File: config.mk
export PLATFORM = sky130hd
export DESIGN_NAME = hsv_to_rgb_converter
export DESIGN_NICKNAME = d
export VERILOG_FILES = /design/src/sv/hsvrgb_pkg.sv /design/src/sv/hsvrgb_datapath.sv /design/src/sv/hsv_to_rgb_converter.sv
export SDC_FILE = /design/constraint.sdc
export NUM_CORES = 1
export LEC_CHECK = 0
export ABC_AREA = 0
export BUFFER_PORTS_ARGS = -buffer_cell sky130_fd_sc_hd__buf_4
export CAP_MARGIN = 30
export CORE_ASPECT_RATIO = 0.75
export CORE_MARGIN = 4
export CORE_UTILIZATION = 65
export DETAILED_ROUTE_END_ITERATION = 6
export HOLD_SLACK_MARGIN = 0.02
export PLACE_DENSITY = 0.92
export SYNTH_ARGS = -nofsm -noshare
export SYNTH_HDL_FRONTEND = slang
export SYNTH_SLANG_ARGS = --single-unit
File: constraint.sdc
create_clock -name aclk -period 6.5 [get_ports aclk]
set_input_delay 0.65 -clock aclk [delete_from_list [all_inputs] [get_ports aclk]]
set_output_delay 0.65 -clock aclk [all_outputs]
set_load 0.005 [all_outputs]
File: src/sv/hsvrgb_pkg.sv
// Shared constants, types and helpers for the HSV to RGB pixel converter.
package hsvrgb_pkg;

    localparam int HUE_W     = 10;
    localparam int PCT_W     = 7;
    localparam int LEVEL_W   = 8;
    localparam int S_DATA_W  = 24;
    localparam int M_DATA_W  = 24;
    localparam int NSTAGE    = 7;

    localparam int HUE_CIRCLE   = 360;
    localparam int SECTOR_SPAN  = 60;
    localparam int PERCENT_FULL = 100;

    // floor(x / 100) = (x * 5243) >> 19 exactly for x < 43690
    localparam int DIV100_MUL   = 5243;
    localparam int DIV100_SHIFT = 19;
    // floor(x / 60) = (x * 17477) >> 20 exactly for x < 23831
    localparam int DIV60_MUL    = 17477;
    localparam int DIV60_SHIFT  = 20;

    localparam int WIDE_W = 15;   // products up to 255 * 100
    localparam int FRAC_W = 6;

    typedef logic [HUE_W-1:0]   hue_t;
    typedef logic [PCT_W-1:0]   pct_t;
    typedef logic [LEVEL_W-1:0] level_t;
    typedef logic [WIDE_W-1:0]  wide_t;
    typedef logic [FRAC_W-1:0]  frac_t;

    typedef enum logic [2:0] {
        SEC_RED_UP_GREEN = 3'd0,
        SEC_GREEN_DN_RED = 3'd1,
        SEC_GREEN_UP_BLU = 3'd2,
        SEC_BLUE_DN_GRN  = 3'd3,
        SEC_BLUE_UP_RED  = 3'd4,
        SEC_RED_DN_BLUE  = 3'd5
    } sector_t;

    function automatic pct_t clamp_pct(input pct_t p);
        clamp_pct = (p > pct_t'(PERCENT_FULL)) ? pct_t'(PERCENT_FULL) : p;
    endfunction

endpackage

File: src/sv/hsvrgb_datapath.sv
// Seven-stage arithmetic datapath of the HSV to RGB converter.
module hsvrgb_datapath (
    input  logic                aclk,
    input  logic                en,
    input  hsvrgb_pkg::hue_t    hue,
    input  hsvrgb_pkg::pct_t    saturation,
    input  hsvrgb_pkg::pct_t    brightness,
    output hsvrgb_pkg::level_t  red,
    output hsvrgb_pkg::level_t  green,
    output hsvrgb_pkg::level_t  blue
);
    import hsvrgb_pkg::*;

    localparam int VM_PROD_W = WIDE_W + 13;
    localparam int RP_PROD_W = WIDE_W + 15;

    // stage 1: wrap hue, clamp percents, v*255
    hue_t    h1_reg, h1_next;
    pct_t    s1_reg;
    wide_t   vb1_reg;
    // stage 2: vmax, sector, fraction
    level_t  vmax2_reg, vmax2_next;
    pct_t    s2_reg;
    sector_t sec2_reg, sec2_next;
    frac_t   fr2_reg, fr2_next;
    // stage 3: vmax * (100 - s)
    level_t  vmax3_reg;
    wide_t   pr3_reg;
    sector_t sec3_reg;
    frac_t   fr3_reg;
    // stage 4: vmin
    level_t  vmax4_reg, vmin4_reg, vmin4_next;
    sector_t sec4_reg;
    frac_t   fr4_reg;
    // stage 5: (vmax - vmin) * frac
    level_t  vmax5_reg, vmin5_reg;
    wide_t   rp5_reg;
    sector_t sec5_reg;
    // stage 6: ramp
    level_t  vmax6_reg, vmin6_reg, ramp6_reg, ramp6_next;
    sector_t sec6_reg;
    // stage 7: channel select
    level_t  r7_reg, g7_reg, b7_reg, r7_next, g7_next, b7_next;

    logic [VM_PROD_W-1:0] vm_prod, vn_prod;
    logic [RP_PROD_W-1:0] rp_prod;
    level_t               up, dn;
    pct_t                 v1;

    always_comb begin
        if (hue >= hue_t'(2 * HUE_CIRCLE)) begin
            h1_next = hue - hue_t'(2 * HUE_CIRCLE);
        end else if (hue >= hue_t'(HUE_CIRCLE)) begin
            h1_next = hue - hue_t'(HUE_CIRCLE);
        end else begin
            h1_next = hue;
        end
        v1 = clamp_pct(brightness);
    end

    always_ff @(posedge aclk) begin
        if (en) begin
            h1_reg  <= h1_next;
            s1_reg  <= clamp_pct(saturation);
            vb1_reg <= (wide_t'(v1) << LEVEL_W) - wide_t'(v1);
        end
    end

    always_comb begin
        vm_prod   = VM_PROD_W'(vb1_reg) * VM_PROD_W'(DIV100_MUL);
        vmax2_next = vm_prod[DIV100_SHIFT +: LEVEL_W];
        if (h1_reg >= hue_t'(5 * SECTOR_SPAN)) begin
            sec2_next = SEC_RED_DN_BLUE;
            fr2_next  = frac_t'(h1_reg - hue_t'(5 * SECTOR_SPAN));
        end else if (h1_reg >= hue_t'(4 * SECTOR_SPAN)) begin
            sec2_next = SEC_BLUE_UP_RED;
            fr2_next  = frac_t'(h1_reg - hue_t'(4 * SECTOR_SPAN));
        end else if (h1_reg >= hue_t'(3 * SECTOR_SPAN)) begin
            sec2_next = SEC_BLUE_DN_GRN;
            fr2_next  = frac_t'(h1_reg - hue_t'(3 * SECTOR_SPAN));
        end else if (h1_reg >= hue_t'(2 * SECTOR_SPAN)) begin
            sec2_next = SEC_GREEN_UP_BLU;
            fr2_next  = frac_t'(h1_reg - hue_t'(2 * SECTOR_SPAN));
        end else if (h1_reg >= hue_t'(SECTOR_SPAN)) begin
            sec2_next = SEC_GREEN_DN_RED;
            fr2_next  = frac_t'(h1_reg - hue_t'(SECTOR_SPAN));
        end else begin
            sec2_next = SEC_RED_UP_GREEN;
            fr2_next  = frac_t'(h1_reg);
        end
    end

    always_ff @(posedge aclk) begin
        if (en) begin
            vmax2_reg <= vmax2_next;
            s2_reg    <= s1_reg;
            sec2_reg  <= sec2_next;
            fr2_reg   <= fr2_next;
        end
    end

    always_ff @(posedge aclk) begin
        if (en) begin
            vmax3_reg <= vmax2_reg;
            pr3_reg   <= wide_t'(vmax2_reg) * wide_t'(pct_t'(PERCENT_FULL) - s2_reg);
            sec3_reg  <= sec2_reg;
            fr3_reg   <= fr2_reg;
        end
    end

    always_comb begin
        vn_prod    = VM_PROD_W'(pr3_reg) * VM_PROD_W'(DIV100_MUL);
        vmin4_next = vn_prod[DIV100_SHIFT +: LEVEL_W];
    end

    always_ff @(posedge aclk) begin
        if (en) begin
            vmax4_reg <= vmax3_reg;
            vmin4_reg <= vmin4_next;
            sec4_reg  <= sec3_reg;
            fr4_reg   <= fr3_reg;
        end
    end

    always_ff @(posedge aclk) begin
        if (en) begin
            vmax5_reg <= vmax4_reg;
            vmin5_reg <= vmin4_reg;
            rp5_reg   <= wide_t'(vmax4_reg - vmin4_reg) * wide_t'(fr4_reg);
            sec5_reg  <= sec4_reg;
        end
    end

    always_comb begin
        rp_prod    = RP_PROD_W'(rp5_reg) * RP_PROD_W'(DIV60_MUL);
        ramp6_next = rp_prod[DIV60_SHIFT +: LEVEL_W];
    end

    always_ff @(posedge aclk) begin
        if (en) begin
            vmax6_reg <= vmax5_reg;
            vmin6_reg <= vmin5_reg;
            ramp6_reg <= ramp6_next;
            sec6_reg  <= sec5_reg;
        end
    end

    always_comb begin
        up = vmin6_reg + ramp6_reg;
        dn = vmax6_reg - ramp6_reg;
        case (sec6_reg)
            SEC_RED_UP_GREEN: begin
                r7_next = vmax6_reg; g7_next = up;        b7_next = vmin6_reg;
            end
            SEC_GREEN_DN_RED: begin
                r7_next = dn;        g7_next = vmax6_reg; b7_next = vmin6_reg;
            end
            SEC_GREEN_UP_BLU: begin
                r7_next = vmin6_reg; g7_next = vmax6_reg; b7_next = up;
            end
            SEC_BLUE_DN_GRN: begin
                r7_next = vmin6_reg; g7_next = dn;        b7_next = vmax6_reg;
            end
            SEC_BLUE_UP_RED: begin
                r7_next = up;        g7_next = vmin6_reg; b7_next = vmax6_reg;
            end
            default: begin
                r7_next = vmax6_reg; g7_next = vmin6_reg; b7_next = dn;
            end
        endcase
    end

    always_ff @(posedge aclk) begin
        if (en) begin
            r7_reg <= r7_next;
            g7_reg <= g7_next;
            b7_reg <= b7_next;
        end
    end

    assign red   = r7_reg;
    assign green = g7_reg;
    assign blue  = b7_reg;

endmodule

File: src/sv/hsv_to_rgb_converter.sv
// HSV to RGB converter: seven registered stages from input accept to m_tvalid.
// Throughput one word per cycle; the whole pipeline holds while an output word waits with m_tready low.
// A stall holds every stage, bubbles included, so no word is dropped or repeated.
// aresetn (synchronous, active low) clears all stage valid bits; data is not reset.
// Seven stages, each at most one constant or small multiply, add or compare chain.
module hsv_to_rgb_converter (
    input  logic                             aclk,
    input  logic                             aresetn,
    input  logic                             s_tvalid,
    output logic                             s_tready,
    input  logic [hsvrgb_pkg::S_DATA_W-1:0]  s_tdata,  // hue[9:0], saturation[16:10], brightness[23:17]
    output logic                             m_tvalid,
    input  logic                             m_tready,
    output logic [hsvrgb_pkg::M_DATA_W-1:0]  m_tdata   // red[7:0], green[15:8], blue[23:16]
);
    import hsvrgb_pkg::*;

    logic [NSTAGE-1:0] valid_reg, valid_next;
    logic              advance;
    level_t            red, green, blue;

    // The datapath shares one enable: advance every stage together whenever the
    // last stage is empty or its word is taken this cycle, and hold them all
    // otherwise so the waiting output word stays put.
    assign advance  = !valid_reg[NSTAGE-1] || m_tready;
    assign s_tready = advance;

    always_comb begin
        valid_next[0] = s_tvalid;
        for (int i = 1; i < NSTAGE; i++) begin
            valid_next[i] = valid_reg[i-1];
        end
    end

    always_ff @(posedge aclk) begin
        if (!aresetn) begin
            valid_reg <= '0;
        end else if (advance) begin
            valid_reg <= valid_next;
        end
    end

    hsvrgb_datapath u_datapath (
        .aclk       (aclk),
        .en         (advance),
        .hue        (s_tdata[HUE_W-1:0]),
        .saturation (s_tdata[HUE_W +: PCT_W]),
        .brightness (s_tdata[HUE_W+PCT_W +: PCT_W]),
        .red        (red),
        .green      (green),
        .blue       (blue)
    );

    assign m_tvalid = valid_reg[NSTAGE-1];
    assign m_tdata  = {blue, green, red};

endmodule
==> results.sh, run 1 <==
export IMPL_synth_area_sq_um=22600
export IMPL_avgSynthCellArea_sq_um=10.5
export IMPL_min_period_ns=5.98
export IMPL_period_share_pct=92.0
export IMPL_cts_resized=0
export IMPL_synthCells=2154
export IMPL_grt_total_usage_pct=25.7
export IMPL_htreeDepth=1
export IMPL_fmax_mhz=167
export IMPL_place_congestion=0.936
export IMPL_rows=58
export IMPL_path_max_fanout=8
export IMPL_setup_viol=0
export IMPL_status="completed"
export IMPL_fp_dieH_um=169
export IMPL_yosysUniqueCellTypes=61
export IMPL_clk_pin_slew_worst_paths_ns=0.06
export IMPL_layout_nets=2864
export IMPL_wirelength_um=47600
export IMPL_hold_path_end="u_datapath.h1_reg[0]"
export IMPL_async_flop_share_pct=0
export IMPL_cpPeakStageDelay_ns=0.55
export IMPL_antenna_left=0
export IMPL_synth_enable_flop_cells=198
export IMPL_clock_sinks=205
export IMPL_drt_initial_drc_count=1121
export IMPL_ios=54
export IMPL_syn_nets=2806
export IMPL_yosysSeqAreaShare_pct=26.9
export IMPL_cts_made_buffers=23
export IMPL_cp_cell_sequence="inv_1, ha_1, inv_1, fa_1, nand2_1, nand2_1, a21oi_1, o21ai_0, a21oi_1, o21ai_0, a21oi_1, and2_1, fa_1, inv_1, fa_1, fa_1, inv_1, ha_1, nand3_1, a211oi_1, nor2_1, a21oi_1, xnor2_1"
export IMPL_cp_slowest_cell="fa_1"
export IMPL_start_kind="register"
export IMPL_first_pass_iters=5
export IMPL_grt_overflow=0
export IMPL_area_growth_pct=7.35
export IMPL_cts_tree="yes"
export IMPL_drc=0
export IMPL_yosysMostFrequentCell="inv_1"
export IMPL_rr_worst_depth=23
export IMPL_cts_root_buf="clkbuf_16"
export IMPL_io_buffer_count=53
export IMPL_num_vias=15300
export IMPL_clk_path_buf_depth=3
export IMPL_ys_top_cells_by_count="inv_1 (550), ha_1 (376), fa_1 (248)"
export IMPL_hold_viol_final=0
export IMPL_yosys_warnings=0
export IMPL_drive_gt1_share_pct=5.79
export IMPL_relSlewSlack_pct=36.5
export IMPL_grt_setup_unrepaired="no"
export IMPL_diodes=0
export IMPL_grt_pass1_vias=16500
export IMPL_path_delay_family="adder cells"
export IMPL_r2r_slack_ns=0.52
export IMPL_die_area_sq_um=37800
export IMPL_initial_core_util_pct=66.6
export IMPL_drt_wirelength_per_cell_um=17.8
export IMPL_yosys_most_used_dff="edfxtp_1"
export IMPL_yosys_top_cells_area="edfxtp_1 (26%), fa_1 (22%), ha_1 (21%)"
export IMPL_worstSetupEndpointType="register"
export IMPL_die_w_um=223
export IMPL_hp_start="s_tdata[0]"
export IMPL_finalMaxSlewViolations=0
export IMPL_regToRegStartpoint="u_datapath.vmax4_reg[0]"
export IMPL_layoutNonFillerInstCount=2679
export IMPL_dp_hpwl_um=37900
export IMPL_grt_pass1_wl_um=79600
export IMPL_required_ns=6.77
export IMPL_coreArea_sq_um=33900
export IMPL_ys_ff_latch=205
export IMPL_clk_latency_ns=0.54
export IMPL_hold_buffers=0
export IMPL_dp_cells=2637
export IMPL_antenna_found_initial=0
export IMPL_postCtsSetupBuffers=0
export IMPL_crit_buf_inv=4
export IMPL_worst_r2r_endpoint="u_datapath.rp5_reg[14]"
export IMPL_clock_skew_ns=0.0131
export IMPL_via_per_inst=5.71
export IMPL_worstHoldPathCells=1
export IMPL_worstHoldPathType="in2reg"
export IMPL_grt_max_degree=79
export IMPL_yosysTopAreaCell="edfxtp_1"
export IMPL_synth_top_cell_area_share_pct=26.3
export IMPL_path_class="reg2reg"
export IMPL_worst_pin_slew_ns=0.952
export IMPL_cp_arrival_ns=6.25
export IMPL_max_cap_violations=0
export IMPL_setup_tns_ns=0
==> cells in the final DEF, fill, tap and decap left out, types with 4 or more instances in the layout <==
master        n
a21oi_2       4
a211oi_1     13
a211o_1       4
nor3b_1       9
fa_1        248
a21boi_0     17
or2_2         6
a21o_1       15
xnor2_1      70
nand2_1     100
a31oi_1       7
nor2_1       68
edfxtp_1    198
clkbuf_1      4
dfxtp_1       7
buf_4        58
inv_1       549
clkbuf_16    23
o21a_1        6
nand2b_1     10
o211ai_1      8
ha_1        376
clkinvlp_4    6
mux2i_1      16
a21oi_1      77
o21ai_0      58
xor2_1       21
and2_1       81
nor2b_1      29
or3_1         7
o21bai_1     10
nand3_1      22
and3_1        6
o31ai_1       5
nor3_1       24
mux2_2       14
==> worst register-to-register path: cells and delay by family (launching register included) <==
family,cells,cell delay [ns]
adder cells (fa/ha/maj),6,2.52
buffers and inverters,4,0.45
AND/OR/NAND/NOR,5,0.67
XOR/XNOR,1,0.10
AO/OA/AOI/OAI,7,1.57
flip-flops,1,0.40
==> logic make-up (layout without fill, tap and decap cells) <==
family          after synthesis  in the layout  share of synthesized area, %
fa+ha+maj                   624            624                          42.8
simple gates                371            371                          8.27
compound gates              257            257                          7.45
buf+inv                     576            651                          9.58
flops                       205            205                          26.9
xor+xnor                     91             91                          3.53
mux                          30             30                          1.41
==> final cells by class <==
| class | instances | area (sq um) |
|---|---|---|
| Clock buffer | 27 | 591 |
| Clock inverter | 15 | 150 |
| Fill cell | 2110 | 9650 |
| Inverter | 550 | 2070 |
| Multi-Input combinational cell | 1373 | 14300 |
| Sequential cell | 205 | 6090 |
| Tap cell | 450 | 563 |
| Timing Repair Buffer | 59 | 447 |
==> layer usage <==
layer  vias up  track usage, %  routed length [um]
li1       7086               -                   -
met1      7562            32.5               19400
met2       500            45.6               23700
met3       139            4.46                2820
met4         0            8.25                1700
met5         -               0                   0
==> worst max-delay path by stage <==
stage                            startpoint                     end  cells after the start
floorplan                          m_tready                s_tready                      3
global placement    u_datapath.vmax4_reg[0]  u_datapath.rp5_reg[13]                     23
detailed placement  u_datapath.vmax4_reg[0]  u_datapath.rp5_reg[14]                     23
CTS                 u_datapath.vmax4_reg[0]  u_datapath.rp5_reg[14]                     23
global route        u_datapath.vmax4_reg[0]  u_datapath.rp5_reg[14]                     23
finish              u_datapath.vmax4_reg[0]  u_datapath.rp5_reg[14]                     23
==> stage by stage <==
stage | setup WS (ns) | area, sq um | hold slack (ns) | utilization (%)
after floorplan | 1.07 | 22600 | 0.400 | -
after global placement | 0.929 | 23500 | 0.401 | 69.3
after detailed placement | 0.590 | 23500 | 0.405 | 69.3
after CTS | 0.521 | 24200 | 0.281 | 71.5
after global routing | 0.0124 | 24200 | 0.289 | 71.5
final | 0.523 | 24200 | 0.298 | 71.5
Power of run 1 is not shown: default switching activity piles up to over one toggle a cycle in this logic, so the estimate is an artifact.
==> run 2, diff against run 1 <==
--- a/config.mk
+++ b/config.mk
@@ -6,11 +6,14 @@
 export NUM_CORES = 1
 export LEC_CHECK = 0
 export ABC_AREA = 0
-export BUFFER_PORTS_ARGS = -buffer_cell sky130_fd_sc_hd__buf_4
+export BUFFER_PORTS_ARGS = -buffer_cell sky130_fd_sc_hd__buf_2
 export CAP_MARGIN = 30
+export CELL_PAD_IN_SITES_DETAIL_PLACEMENT = 0
+export CELL_PAD_IN_SITES_GLOBAL_PLACEMENT = 1
 export CORE_ASPECT_RATIO = 0.75
 export CORE_MARGIN = 4
-export CORE_UTILIZATION = 65
+export CORE_UTILIZATION = 52
+export CTS_CLUSTER_SIZE = 8
 export DETAILED_ROUTE_END_ITERATION = 6
 export HOLD_SLACK_MARGIN = 0.02
 export PLACE_DENSITY = 0.92
==> results.sh, run 2 (synthesis gave the netlist of run 1 again) <==
export IMPL_status="completed"
export IMPL_finalMaxSlewViolations=0
export IMPL_clock_skew_ns=0.0157
export IMPL_via_per_inst=5.23
export IMPL_cts_tree="yes"
export IMPL_cp_cell_sequence="inv_1, ha_1, inv_1, fa_1, nand2_1, nand2_1, a21oi_1, o21ai_0, a21oi_1, o21ai_0, a21oi_1, and2_1, fa_1, inv_1, fa_1, fa_1, inv_1, ha_1, nand3_1, a211oi_1, nor2_1, a21oi_1, xnor2_1"
export IMPL_cp_slowest_cell="fa_1"
export IMPL_ios=54
export IMPL_rows=65
export IMPL_hold_buffers=0
export IMPL_drc=0
export IMPL_die_area_sq_um=46900
export IMPL_path_max_fanout=8
export IMPL_grt_pass1_wl_um=74500
export IMPL_drive_gt1_share_pct=5.64
export IMPL_worstHoldPathType="in2reg"
export IMPL_cp_arrival_ns=6.21
export IMPL_relSlewSlack_pct=39.3
export IMPL_required_ns=6.80
export IMPL_first_pass_iters=5
export IMPL_drt_wirelength_per_cell_um=15.5
export IMPL_postCtsSetupBuffers=0
export IMPL_clk_latency_ns=0.56
export IMPL_htreeDepth=1
export IMPL_wirelength_um=43400
export IMPL_cts_made_buffers=30
export IMPL_setup_tns_ns=0
export IMPL_place_congestion=0.897
export IMPL_worstSetupEndpointType="register"
export IMPL_cts_root_buf="clkbuf_16"
export IMPL_grt_max_degree=130
export IMPL_grt_overflow=0
export IMPL_clk_path_buf_depth=3
export IMPL_setup_viol=0
export IMPL_cpPeakStageDelay_ns=0.55
export IMPL_io_buffer_count=53
export IMPL_multiInputGateArea_sq_um=14300
export IMPL_final_cell_mix="inv_1 (549), ha_1 (376), fa_1 (248)"
export IMPL_fmax_mhz=169
export IMPL_start_kind="register"
export IMPL_grt_pass1_vias=15200
export IMPL_antenna_left=0
export IMPL_diodes=0
export IMPL_fillerInstances=3522
export IMPL_die_w_um=249
export IMPL_initial_core_util_pct=53.2
export IMPL_area_growth_pct=8.01
export IMPL_worst_pin_slew_ns=0.911
export IMPL_grt_total_usage_pct=19.0
export IMPL_cts_resized=0
export IMPL_drt_initial_drc_count=941
export IMPL_num_vias=14700
export IMPL_hold_viol_final=0
export IMPL_seqCellArea_sq_um=6090
export IMPL_layout_nets=2871
export IMPL_path_class="reg2reg"
export IMPL_clk_pin_slew_worst_paths_ns=0.05
export IMPL_fp_dieH_um=188
export IMPL_min_period_ns=5.91
export IMPL_clock_sinks=205
export IMPL_final_common_cell="inv_1"
export IMPL_period_share_pct=91.0
export IMPL_dp_hpwl_um=35300
export IMPL_grt_setup_unrepaired="no"
export IMPL_max_cap_violations=0
export IMPL_antenna_found_initial=0
export IMPL_hold_slack_ns=0.284
export IMPL_coreArea_sq_um=42500
run 2: cell count changes in the layout (fill, tap and decap cells not counted):
cell | before | now
clkbuf_1 | 4 | 11
inv_6 | 3 | 0
clkinvlp_4 | 6 | 0
bufinv_16 | 2 | 0
clkbuf_8 | 0 | 2
buf_16 | 0 | 1
buf_4 | 58 | 4
clkinv_2 | 3 | 1
buf_2 | 0 | 53
clkbuf_16 | 23 | 31
run 2: final cells by class:
| cell class | count | area share, % |
|---|---|---|
| clock inverters | 2 | 0.0359 |
| clock buffers | 44 | 3.46 |
| multi-input cells | 1373 | 58.8 |
| repair buffers | 59 | 1.37 |
| well taps | 569 | 2.92 |
| inverters | 550 | 8.49 |
| flip-flops and latches | 205 | 25.0 |
run 2: final timing paths:
check / startpoint / cells after the start / slack [ns] / to
worst min register to register: u_datapath.s1_reg[1] / 0 / 0.41 / u_datapath.s2_reg[1]
worst min-delay path: s_tdata[15] / 1 / 0.28 / u_datapath.s1_reg[5]
worst max-delay path: u_datapath.vmax4_reg[0] / 23 / 0.59 / u_datapath.rp5_reg[14]
worst max register to register: u_datapath.vmax4_reg[0] / 23 / 0.59 / u_datapath.rp5_reg[14]
run 2: critical path, delay by kind of cell (launching register included):
| kind | cells | cell delay [ns] |
|---|---|---|
| buffers and inverters | 4 | 0.39 |
| AO/OA/AOI/OAI | 7 | 1.62 |
| adder cells (fa/ha/maj) | 6 | 2.49 |
| AND/OR/NAND/NOR | 5 | 0.70 |
| XOR/XNOR | 1 | 0.09 |
| flip-flops | 1 | 0.37 |
run 2: stage by stage:
stage / instances / area (sq um) / worst slack, ns / util, %
finish: 2802 / 24400 / 0.588 / 57.5
global route: 2802 / 24400 / 0.191 / 57.5
CTS: 2801 / 24400 / 0.608 / 57.4
detailed placement: 2755 / 23500 / 0.646 / 55.4
global placement: 2754 / 23500 / 0.881 / 55.4
floorplan: 2154 / 22600 / 1.07 / -
run 2: per-layer routing:
| layer | part of all wire (%) | vias up | wire length (um) | track usage (%) |
|---|---|---|---|---|
| li1 | - | 7103 | - | - |
| met1 | 48 | 7214 | 20700 | 27.3 |
| met2 | 45 | 276 | 19700 | 30.5 |
| met3 | 4.7 | 58 | 2050 | 3.13 |
| met4 | 2.3 | 0 | 1000 | 4.46 |
| met5 | 0 | - | 0 | 0 |
Power of run 2 is left out for the same reason.
==> run 3, diff against run 2 <==
--- a/config.mk
+++ b/config.mk
@@ -17,6 +17,7 @@
 export DETAILED_ROUTE_END_ITERATION = 6
 export HOLD_SLACK_MARGIN = 0.02
 export PLACE_DENSITY = 0.92
+export REMOVE_ABC_BUFFERS = 1
 export SYNTH_ARGS = -nofsm -noshare
 export SYNTH_HDL_FRONTEND = slang
 export SYNTH_SLANG_ARGS = --single-unit
==> results.sh, run 3 (synthesis gave the netlist of run 1 again) <==
export IMPL_first_pass_iters=5
export IMPL_r2r_slack_ns=0.66
export IMPL_cts_made_buffers=30
export IMPL_met2_length_um=18900
export IMPL_min_period_ns=5.84
export IMPL_grt_pass1_wl_um=73100
export IMPL_status="completed"
export IMPL_fp_dieH_um=188
export IMPL_worstSetupEndpointType="register"
export IMPL_cts_root_buf="clkbuf_16"
export IMPL_layout_nets=2870
export IMPL_area_growth_pct=7.87
export IMPL_dp_hpwl_um=35000
export IMPL_htreeDepth=1
export IMPL_grt_max_degree=134
export IMPL_final_cell_mix="inv_1 (549), ha_1 (376), fa_1 (248)"
export IMPL_clock_sinks=205
export IMPL_setup_tns_ns=0
export IMPL_via_per_inst=5.17
export IMPL_cp_arrival_ns=6.14
export IMPL_max_cap_violations=0
export IMPL_hold_viol_final=0
export IMPL_cts_tree="yes"
export IMPL_antenna_found_initial=0
export IMPL_drt_wirelength_per_cell_um=15.1
export IMPL_coreArea_sq_um=42500
export IMPL_path_class="reg2reg"
export IMPL_cts_resized=0
export IMPL_final_common_cell="inv_1"
export IMPL_cpPeakStageDelay_ns=0.54
export IMPL_initial_core_util_pct=53.2
export IMPL_postCtsSetupBuffers=0
export IMPL_clk_path_buf_depth=3
export IMPL_crit_buf_inv=4
export IMPL_path_max_fanout=8
export IMPL_io_buffer_count=53
export IMPL_num_vias=14500
export IMPL_grt_total_usage_pct=18.6
export IMPL_place_congestion=0.890
export IMPL_required_ns=6.80
export IMPL_fillerInstances=3606
export IMPL_top_layer="met4"
export IMPL_fmax_mhz=171
export IMPL_clock_skew_ns=0.0179
export IMPL_clk_pin_slew_worst_paths_ns=0.05
export IMPL_drive_gt1_share_pct=5.61
export IMPL_grt_pass1_vias=15100
export IMPL_ios=54
export IMPL_clk_latency_ns=0.57
export IMPL_start_kind="register"
export IMPL_die_area_sq_um=46900
export IMPL_path_delay_family="adder cells"
export IMPL_cp_slowest_cell="fa_1"
export IMPL_cp_cell_sequence="inv_1, ha_1, inv_1, fa_1, nand2_1, nand2_1, a21oi_1, o21ai_0, a21oi_1, o21ai_0, a21oi_1, and2_1, fa_1, inv_1, fa_1, fa_1, inv_1, ha_1, nand3_1, a211oi_1, nor2_1, a21oi_1, xnor2_1"
export IMPL_die_w_um=249
export IMPL_antenna_left=0
export IMPL_relSlewSlack_pct=39.1
export IMPL_diodes=0
export IMPL_drc=0
export IMPL_worstHoldPathType="in2reg"
export IMPL_finalMaxSlewViolations=0
export IMPL_drt_met1_wl_um=20800
export IMPL_period_share_pct=89.8
export IMPL_setup_viol=0
export IMPL_grt_overflow=0
export IMPL_rows=65
export IMPL_worst_pin_slew_ns=0.914
export IMPL_routed_wl_met3_um=1690
export IMPL_drt_initial_drc_count=856
export IMPL_grt_setup_unrepaired="no"
export IMPL_wirelength_um=42300
export IMPL_hold_buffers=0
run 3: routing by layer:
layer	vias up	GRT usage, %
met5	-	0
met4	0	3.88
met1	7076	27.2
li1	7099	-
met3	61	2.61
met2	237	30.0
run 3: through the flow:
step,cell area (sq um),worst slack (ns),hold WS [ns],util [%],std cells
after floorplan,22500,1.16,0.400,-,2128
after global placement,23500,0.859,0.401,55.4,2754
after detailed placement,23500,0.697,0.405,55.4,2755
after CTS,24400,0.659,0.266,57.4,2799
after global routing,24400,0.234,0.275,57.4,2799
final,24400,0.662,0.287,57.4,2799
run 3: layout make-up:
cell class | count | area (sq um) | share of cell area, %
multi-input cells | 1373 | 14300 | 58.8
well taps | 569 | 712 | 2.92
inverters | 550 | 2070 | 8.51
repair buffers | 58 | 303 | 1.24
flip-flops and latches | 205 | 6090 | 25.0
clock inverters | 3 | 51.3 | 0.211
clock buffers | 41 | 802 | 3.29
run 3: path summary, 6_finish.rpt:
check	start	endpoint	cells after the start
worst min register to register	u_datapath.sec5_reg[0]	u_datapath.sec6_reg[0]	0
worst min-delay path	s_tdata[16]	u_datapath.s1_reg[6]	1
worst max register to register	u_datapath.vmax4_reg[0]	u_datapath.rp5_reg[14]	23
worst max-delay path	u_datapath.vmax4_reg[0]	u_datapath.rp5_reg[14]	23
Power of run 3 is left out for the same reason.
